[config.mk]
export PLATFORM = sky130hd
export DESIGN_NAME = solar_heater_mode_controller_core
export DESIGN_NICKNAME = d
export VERILOG_FILES = /design/src/hw/rtl/shmc_pkg.sv /design/src/hw/rtl/solar_heater_mode_controller_core.sv
export SDC_FILE = /design/constraint.sdc
export NUM_CORES = 1
export LEC_CHECK = 0
export BUFFER_PORTS_ARGS = -buffer_cell sky130_fd_sc_hd__buf_2
export CAP_MARGIN = 20
export CORE_MARGIN = 1.5
export CORE_UTILIZATION = 30
export DETAILED_ROUTE_END_ITERATION = 10
export HOLD_SLACK_MARGIN = 0.05
export SLEW_MARGIN = 15
export SYNTH_ARGS = -nofsm -noshare
export SYNTH_HDL_FRONTEND = slang
export SYNTH_SLANG_ARGS = --single-unit
[constraint.sdc]
create_clock -name i_clk -period 8.3 [get_ports i_clk]
set_input_delay 1.66 -clock i_clk [delete_from_list [all_inputs] [get_ports i_clk]]
set_output_delay 1.66 -clock i_clk [all_outputs]
set_load 0.01 [all_outputs]
[src/hw/rtl/shmc_pkg.sv]
package shmc_pkg;

    typedef enum logic [1:0] {
        MODE_IDLE       = 2'd0,
        MODE_SENSING    = 2'd1,
        MODE_RUNNING    = 2'd2,
        MODE_SANITIZING = 2'd3
    } t_mode;

    localparam int CFG_IDX_W  = 3;
    localparam int CFG_DATA_W = 20;

    localparam logic [CFG_IDX_W-1:0] CFG_DAY_START_HOUR      = 3'd0;
    localparam logic [CFG_IDX_W-1:0] CFG_DAY_END_HOUR        = 3'd1;
    localparam logic [CFG_IDX_W-1:0] CFG_NIGHT_HEAT_ON_TEMP  = 3'd2;
    localparam logic [CFG_IDX_W-1:0] CFG_NIGHT_HEAT_OFF_TEMP = 3'd3;
    localparam logic [CFG_IDX_W-1:0] CFG_SANITIZE_END_TEMP   = 3'd4;
    localparam logic [CFG_IDX_W-1:0] CFG_SANITIZE_INTERVAL_S = 3'd5;

    localparam logic [1:0] SENSE_LAST_TICK = 2'd2;

endpackage

[src/hw/rtl/solar_heater_mode_controller_core.sv]
// Pipeline: an accepted item is held in the input register and then in the result
// register, from which it is valid on the output.
// Throughput: one item per cycle; the input register and the result register
// advance together whenever the result register is empty or being taken.
// Reset (synchronous, active low) restores the configuration defaults, puts
// the machine in night idle with pump and heater off, and empties the pipeline.
module solar_heater_mode_controller_core
    import shmc_pkg::*;
(
    input  logic                  i_clk,
    input  logic                  i_rst_n,
    input  logic                  i_cfg_we,
    input  logic [CFG_IDX_W-1:0]  i_cfg_idx,
    input  logic [CFG_DATA_W-1:0] i_cfg_data,
    input  logic                  s_axis_tvalid,
    output logic                  s_axis_tready,
    // hour[4:0], now_seconds[36:5], tank_temp[45:37], solar_temp[54:46], zero pad[55]
    input  logic [55:0]           s_axis_tdata,
    output logic                  m_axis_tvalid,
    input  logic                  m_axis_tready,
    // pump_on[0], heater_on[1], mode_code[3:2], zero pad[7:4]
    output logic [7:0]            m_axis_tdata
);

    logic [4:0]         r_day_start_hour;
    logic [4:0]         r_day_end_hour;
    logic signed [8:0]  r_night_heat_on_temp;
    logic signed [8:0]  r_night_heat_off_temp;
    logic signed [8:0]  r_sanitize_end_temp;
    logic [19:0]        r_sanitize_interval_s;

    logic               r_in_valid;
    logic [4:0]         r_hour;
    logic [31:0]        r_now;
    logic signed [8:0]  r_tank;
    logic signed [8:0]  r_solar;

    t_mode              r_mode, n_mode;
    logic [1:0]         r_sense_ticks, n_sense_ticks;
    logic [31:0]        r_last_sanitize, n_last_sanitize;
    logic               r_pump, n_pump;
    logic               r_heater, n_heater;

    logic               r_out_valid;
    logic [7:0]         r_out_data;

    logic               advance;
    logic               is_day;
    logic               too_soon;
    logic               tank_hot;
    logic [31:0]        elapsed;

    assign advance       = !r_out_valid || m_axis_tready;
    assign s_axis_tready = !r_in_valid || advance;
    assign m_axis_tvalid = r_out_valid;
    assign m_axis_tdata  = r_out_data;

    assign is_day   = (r_hour >= r_day_start_hour) && (r_hour < r_day_end_hour);
    assign elapsed  = r_now - r_last_sanitize;
    assign too_soon = elapsed < {12'd0, r_sanitize_interval_s};
    assign tank_hot = r_tank >= r_sanitize_end_temp;

    always_ff @(posedge i_clk) begin
        if (!i_rst_n) begin
            r_day_start_hour      <= 5'd8;
            r_day_end_hour        <= 5'd18;
            r_night_heat_on_temp  <= 9'sd100;
            r_night_heat_off_temp <= 9'sd110;
            r_sanitize_end_temp   <= 9'sd140;
            r_sanitize_interval_s <= 20'd75600;
        end else if (i_cfg_we) begin
            case (i_cfg_idx)
                CFG_DAY_START_HOUR:      r_day_start_hour      <= i_cfg_data[4:0];
                CFG_DAY_END_HOUR:        r_day_end_hour        <= i_cfg_data[4:0];
                CFG_NIGHT_HEAT_ON_TEMP:  r_night_heat_on_temp  <= i_cfg_data[8:0];
                CFG_NIGHT_HEAT_OFF_TEMP: r_night_heat_off_temp <= i_cfg_data[8:0];
                CFG_SANITIZE_END_TEMP:   r_sanitize_end_temp   <= i_cfg_data[8:0];
                CFG_SANITIZE_INTERVAL_S: r_sanitize_interval_s <= i_cfg_data;
                default: ;
            endcase
        end
    end

    // Mode and sense counter.
    always_comb begin
        n_mode        = r_mode;
        n_sense_ticks = r_sense_ticks;
        case (r_mode)
            MODE_IDLE: begin
                if (is_day) begin
                    n_mode = MODE_RUNNING;
                end
            end
            MODE_SENSING: begin
                if (r_sense_ticks < SENSE_LAST_TICK) begin
                    n_sense_ticks = r_sense_ticks + 2'd1;
                end else begin
                    n_sense_ticks = 2'd0;
                    n_mode        = MODE_RUNNING;
                end
            end
            MODE_RUNNING: begin
                if (!is_day) begin
                    n_mode = MODE_SANITIZING;
                end else if (r_solar > r_tank) begin
                    n_mode = MODE_SENSING;
                end
            end
            MODE_SANITIZING: begin
                if (too_soon || tank_hot) begin
                    n_mode = MODE_IDLE;
                end
            end
            default: n_mode = MODE_IDLE;
        endcase
    end

    // Pump, heater and sanitize time stamp.
    always_comb begin
        n_pump          = r_pump;
        n_heater        = r_heater;
        n_last_sanitize = r_last_sanitize;
        case (r_mode)
            MODE_IDLE: begin
                if (!is_day) begin
                    if (r_heater) begin
                        if (r_tank > r_night_heat_off_temp) begin
                            n_heater = 1'b0;
                        end
                    end else if (r_tank < r_night_heat_on_temp) begin
                        n_heater = 1'b1;
                    end
                end
            end
            MODE_SENSING: begin
                n_pump = 1'b1;
            end
            MODE_RUNNING: begin
                n_heater = 1'b0;
                if (is_day && !(r_solar > r_tank)) begin
                    n_pump = 1'b0;
                end
            end
            MODE_SANITIZING: begin
                if (!too_soon && !tank_hot) begin
                    n_heater = 1'b1;
                end
            end
            default: ;
        endcase
        if (tank_hot) begin
            n_last_sanitize = r_now;
        end
    end

    always_ff @(posedge i_clk) begin
        if (!i_rst_n) begin
            r_in_valid      <= 1'b0;
            r_out_valid     <= 1'b0;
            r_mode          <= MODE_IDLE;
            r_sense_ticks   <= 2'd0;
            r_last_sanitize <= 32'd0;
            r_pump          <= 1'b0;
            r_heater        <= 1'b0;
        end else begin
            if (s_axis_tready) begin
                r_in_valid <= s_axis_tvalid;
            end
            if (advance) begin
                r_out_valid <= r_in_valid;
                if (r_in_valid) begin
                    r_mode          <= n_mode;
                    r_sense_ticks   <= n_sense_ticks;
                    r_last_sanitize <= n_last_sanitize;
                    r_pump          <= n_pump;
                    r_heater        <= n_heater;
                end
            end
        end
    end

    always_ff @(posedge i_clk) begin
        if (s_axis_tready && s_axis_tvalid) begin
            r_hour  <= s_axis_tdata[4:0];
            r_now   <= s_axis_tdata[36:5];
            r_tank  <= s_axis_tdata[45:37];
            r_solar <= s_axis_tdata[54:46];
        end
        if (advance && r_in_valid) begin
            r_out_data <= {4'd0, n_mode, n_heater, n_pump};
        end
    end

endmodule
Yosys cells after proc, flatten, opt, wreduce, memory -nomap -nowiden

Index checks and enable logic that the tools add are counted.

Output and inout port bits: 10
Register bits: 156
Input bits: 84

Mux-type cells: 15
Reduce and logical (&&, ||, !) cells: 24
$add $sub $neg: 2
Equality and inequality tests: 8
$lt $le $gt $ge: 8

Operators by type and width:

| kind                                                            | number |
|---|---|
| 32-bit by 20-bit less-than comparator with 1-bit output         | 1 |
| 32-bit subtractor                                               | 1 |
| 9-bit greater-than comparator                                   | 2 |
| 2-bit AND reduction                                             | 7 |
| 2-bit 2-to-1 mux                                                | 6 |
| 9-bit greater-or-equal comparator                               | 1 |
| 9-bit less-than comparator                                      | 1 |
| 2-bit one-hot mux with 4 select lines                           | 1 |
| 3-bit by 2-bit == test with 1-bit output, second input constant | 2 |
| 3-bit == test, second input constant                            | 2 |
| 1-bit 2-to-1 mux                                                | 6 |
| 3-bit AND reduction                                             | 2 |
| 5-bit greater-or-equal comparator                               | 1 |
| 1-bit logical AND                                               | 5 |
| 1-bit logical NOT                                               | 5 |
| 5-bit less-than comparator                                      | 1 |
| 2-bit == test, second input constant                            | 2 |
| 3-bit by 1-bit == test with 1-bit output, second input constant | 1 |
| 3-bit logical NOT                                               | 1 |
| 1-bit logical OR                                                | 3 |
| 1-bit one-hot mux with 3 select lines                           | 1 |
| 2-bit by 1-bit adder with 2-bit output, second input constant   | 1 |
| 2-bit by 1-bit == test with 1-bit output, second input constant | 1 |
| 2-bit logical NOT                                               | 1 |
| 2 further kinds                                                 | 2 |

Depth between registers and ports, before layout

Word-level depth: 6
Gate-level depth with buffers: 21
Depth with buffers taken out: 21

Worst setup path before layout

No wires, ideal clock.

Path kind: register -> register
Start: register r_now[4]
End: register r_out_data[2], in the netlist m_axis_tdata[2], data pin
Setup slack: 4154 ps
Arrival time: 3872 ps
Cell stages (with the launch flop): 20
Setup time: 274 ps
Cell sequence: edfxtp_1 -> ha_1 -> a21o_1 -> a31oi_1 -> a21oi_1 -> o21ai_0 -> nand2b_1 -> a21oi_1 -> xnor2_1 -> ha_1 -> a21o_1 -> a21o_1 -> a21oi_1 -> o22ai_1 -> nor4_1 -> o2111ai_1 -> nor4_2 -> a31oi_2 -> a2111oi_2 -> o22ai_1

Cells in the longest elaborated chain, start to end: 5

Ends and longest elaborated chain:

| element                                                 | line                                     | source |
|---|---|---|
| start, declared                                         | solar_heater_mode_controller_core.sv:34  | `logic [31:0] r_now;` |
| start signal, assigned                                  | solar_heater_mode_controller_core.sv:185 | `r_now <= s_axis_tdata[36:5];` |
| 32-bit subtractor                                       | solar_heater_mode_controller_core.sv:59  | `assign elapsed = r_now - r_last_sanitize;` |
| 32-bit by 20-bit less-than comparator with 1-bit output | solar_heater_mode_controller_core.sv:60  | `assign too_soon = elapsed < {12'd0, r_sanitize_interval_s};` |
| 1-bit logical OR                                        | solar_heater_mode_controller_core.sv:110 | `if (too_soon \|\| tank_hot) begin` |
| 2-bit 2-to-1 mux                                        | solar_heater_mode_controller_core.sv:110 |  |
| 2-bit one-hot mux with 4 select lines                   | solar_heater_mode_controller_core.sv:88  | `case (r_mode)` |
| net n_mode[0]                                           | solar_heater_mode_controller_core.sv:38  | `t_mode r_mode, n_mode;` |
| end signal, assigned                                    | solar_heater_mode_controller_core.sv:190 | `r_out_data <= {4'd0, n_mode, n_heater, n_pump};` |
| end, declared                                           | solar_heater_mode_controller_core.sv:45  | `logic [7:0] r_out_data;` |

The timed path passes the listed nets, and every way through them passes these cells.
A chain may end at the register's enable or synchronous reset.

Worst setup path in the final report

Same ends and word-level chain as after synthesis.

==> flow_summary_export.csv <==
group,metric,value,unit
synthesis,yosysWarnings,0,
floorplanning,dieWidth,177,um
timing,rsz0062_at_grt,"false",
floorplanning,rows,63,
clocking,root_buffer,"clkbuf_16",
power,power_leakage,4.16,nW
timing,setup-tns-final,0,ns
synthesis,ys.flop_type,"dfxtp_1",
place,dp_hpwl,16700,um
floorplanning,die-area,31500,um^2
global_routing,antenna_found_initial,0,
detailed_routing,vias,7368,
synthesis,seq_area_frac_synth,0.407,
timing,finClkSkew,0.0111,ns
synthesis,ys_ff_latch,156,
clocking,clkTransAtPathRegs,0.07,ns
timing,hold_viol,0,
floorplanning,die_h,177,um
timing,tightest_slew,0.924,ns
global_routing,grt.total_usage,0.150,
final_layout,syn2layout_area_growth,15.7,%
final_layout,drive_gt1_frac,0.134,
clocking,hold_buffers,0,
synthesis,postSynthAreaPerCell,8.77,um^2
final_layout,nNetsFinal,1297,
setup_path,path_max_fanout,6,
setup_path,start_kind,"flop",
clocking,cts_tree,"yes",
clocking,clockBufferDepth,2,
timing,post-route-period-util,0.592,
worst_hold_path,min_path_type,"reg2reg",
setup_path,cp.required,8.47,ns
detailed_routing,dr.first_iter.drc_count,448,
clocking,numCtsBuffers,17,
clocking,cts.sinks,156,
timing,fin_crit,4.91,ns
timing,max_freq,204,MHz
clocking,postCtsSetupBuffers,0,
setup_path,crit_type,"reg2reg",
detailed_routing,route.detailed.drc,0,
synthesis,netlist_area,9130,um^2
global_routing,gr-total-overflow,0,
setup_path,endpoint_kind,"flop",
setup_path,crit_arrival,5.09,ns
floorplanning,io_pins,94,
timing,finalSetupViolCount,0,
final_layout,fillers,3090,
power,p_per_area,189,nW/um^2
global_routing,grt_pass1_vias,7186,
clocking,htreeDepth,4,
synthesis,synthCells,1041,
floorplanning,core,29800,um^2
synthesis,synthDistinctLibCells,67,
power,ir_worst_vdd,99.0,uV
flow_run,drv_cap,0,
timing,slew_headroom,0.379,
status,status,"finished, final reports clean",
detailed_routing,wl_per_cell,14.9,um
synthesis,synthArstFlopShare,0,
final_layout,n_antenna_cell,0,
final_layout,fin_util,0.355,
global_routing,grt_max_degree,75,
detailed_routing,avgViaCountPerCell,4.86,
detailed_routing,dr.pass1.iters,5,
detailed_routing,drtAntennaViolNets,0,
clocking,insertion_delay,0.44,ns
timing,report.final.slew_viol_count,0,
detailed_routing,drt-total-wl,22700,um
clocking,ctsResizeCount,0,
synthesis,synth_edf_count,59,
global_routing,grt_pass1_wl,37100,um
place,numPortBuffers,88,
floorplanning,start_util,0.307,
place,gp_congestion,0.864,
-- cells by family (layout without fill, tap and decap cells) --
| group | Yosys count | in the layout | share of synthesized area |
|---|---|---|---|
| DFF | 156 | 156 | 0.407 |
| other | 1 | 4 | 0.000411 |
| and+or+nand+nor | 327 | 327 | 0.163 |
| muxes | 10 | 10 | 0.0111 |
| buffers and inverters | 148 | 231 | 0.0629 |
| adders and majority gates | 99 | 99 | 0.136 |
| AOI/OAI and AO/OA | 278 | 278 | 0.198 |
| xor gates and xnor gates | 22 | 22 | 0.0211 |
-- state kept, by name (all words and copies together), names as in the netlist, 2 cells and up --
| signal | cells |
|---|---|
| r_sanitize_interval_s | 20 |
| r_night_heat_on_temp | 9 |
| m_axis_tdata | 4 |
| r_mode | 2 |
| r_sanitize_end_temp | 9 |
| r_day_start_hour | 5 |
| r_hour | 5 |
| r_sense_ticks | 2 |
| r_last_sanitize | 32 |
| r_solar | 9 |
| r_tank | 9 |
| r_day_end_hour | 5 |
| r_now | 32 |
| r_night_heat_off_temp | 9 |
-- path summary, 6_finish.rpt --
kind / start / end / slack [ns] / depth (start not counted)
max: r_now[4] / m_axis_tdata[2] / 3.39 / 17
min: r_last_sanitize[27] / r_last_sanitize[27] / 0.46 / 2
max reg2reg: r_now[4] / m_axis_tdata[2] / 3.39 / 17
min reg2reg: r_last_sanitize[27] / r_last_sanitize[27] / 0.46 / 2
-- where the power goes --
group,total [mW],internal (mW),switching [mW],leakage (nW)
Combinational,0.346,0.137,0.209,2.49
Clock,0.802,0.466,0.336,0.305
Sequential,0.848,0.829,0.0188,1.36
-- per-stage QoR --
| step | power (mW) | instances | setup slack (ns) | area, um^2 | hold slack, ns |
|---|---|---|---|---|---|
| 6_report | 2.00 | 1517 | 3.39 | 10600 | 0.455 |
| 5_1_grt | 2.10 | 1517 | 3.15 | 10600 | 0.469 |
| 4_1_cts | 2.02 | 1517 | 3.45 | 10600 | 0.456 |
| 3_5_place_dp | 1.21 | 1485 | 3.47 | 9960 | 0.447 |
| 3_3_place_gp | 1.20 | 1485 | 3.49 | 9960 | 0.441 |
| 2_1_floorplan | 1.11 | 1044 | 4.15 | 9150 | 0.434 |
-- cell type report --
| type | count | area, um^2 | area share |
|---|---|---|---|
| Sequential cell | 156 | 3710 | 0.351 |
| Inverter | 103 | 387 | 0.0366 |
| Multi-Input combinational cell | 740 | 4870 | 0.461 |
| Tap cell | 390 | 488 | 0.0462 |
| Clock buffer | 24 | 546 | 0.0516 |
| Clock inverter | 8 | 66.3 | 0.00627 |
| Timing Repair Buffer | 96 | 500 | 0.0474 |
-- per-layer routing --
metal  vias up  GRT usage  routed length (um)
li1       3804          -                   -
met1      3435      0.207               11600
met2       111      0.238               10100
met3        18     0.0285                 679
met4         0     0.0438                 276
met5         -          0                   0
-- placed cells by master, fill, tap and decap left out, types with 19 or more instances in the layout --
cell and count:
a21o_1 19, a21oi_1 116, buf_2 88, clkbuf_16 20
dfxtp_1 97, edfxtp_1 59, ha_1 98, inv_1 102
nand2_1 166, nand3_1 39, nor2_1 44, o211ai_1 27
o21ai_0 29
-- synthesized netlist by cell type (all sizes together) (10+ instances only) --
| master | count | share of area |
|---|---|---|
| nand2 | 166 | 0.068 |
| a21oi | 117 | 0.065 |
| inv | 103 | 0.042 |
| ha | 98 | 0.13 |
| dfxtp | 97 | 0.21 |
| edfxtp | 59 | 0.19 |
| nor2 | 45 | 0.018 |
| nand3 | 39 | 0.021 |
| o21ai | 36 | 0.020 |
| clkbuf | 31 | 0.013 |
| o211ai | 27 | 0.022 |
| a21o | 19 | 0.016 |
| nand4 | 18 | 0.012 |
| o21a | 18 | 0.015 |
| buf | 14 | 0.0078 |
| nor3 | 14 | 0.0089 |
| nor2b | 13 | 0.0089 |
| xnor2 | 12 | 0.012 |
| nand2b | 10 | 0.0068 |
| xor2 | 10 | 0.0096 |
-- worst max-delay path: stages, from the launching register on --
cell and delay, ns:
edfxtp_1 0.40, ha_1 0.42, a21o_1 0.24, a31oi_1 0.28, a211oi_2 0.17, o21bai_2 0.25, o21ai_0 0.16, a21boi_0 0.25
xnor2_1 0.10, ha_1 0.22, a2111oi_0 0.55, nand4_1 0.17, nor4_1 0.29, o2111ai_1 0.16, nor4_2 0.18, a31oi_2 0.19
a2111oi_2 0.47, o22ai_1 0.15
Power figures use the tool's default switching activity.
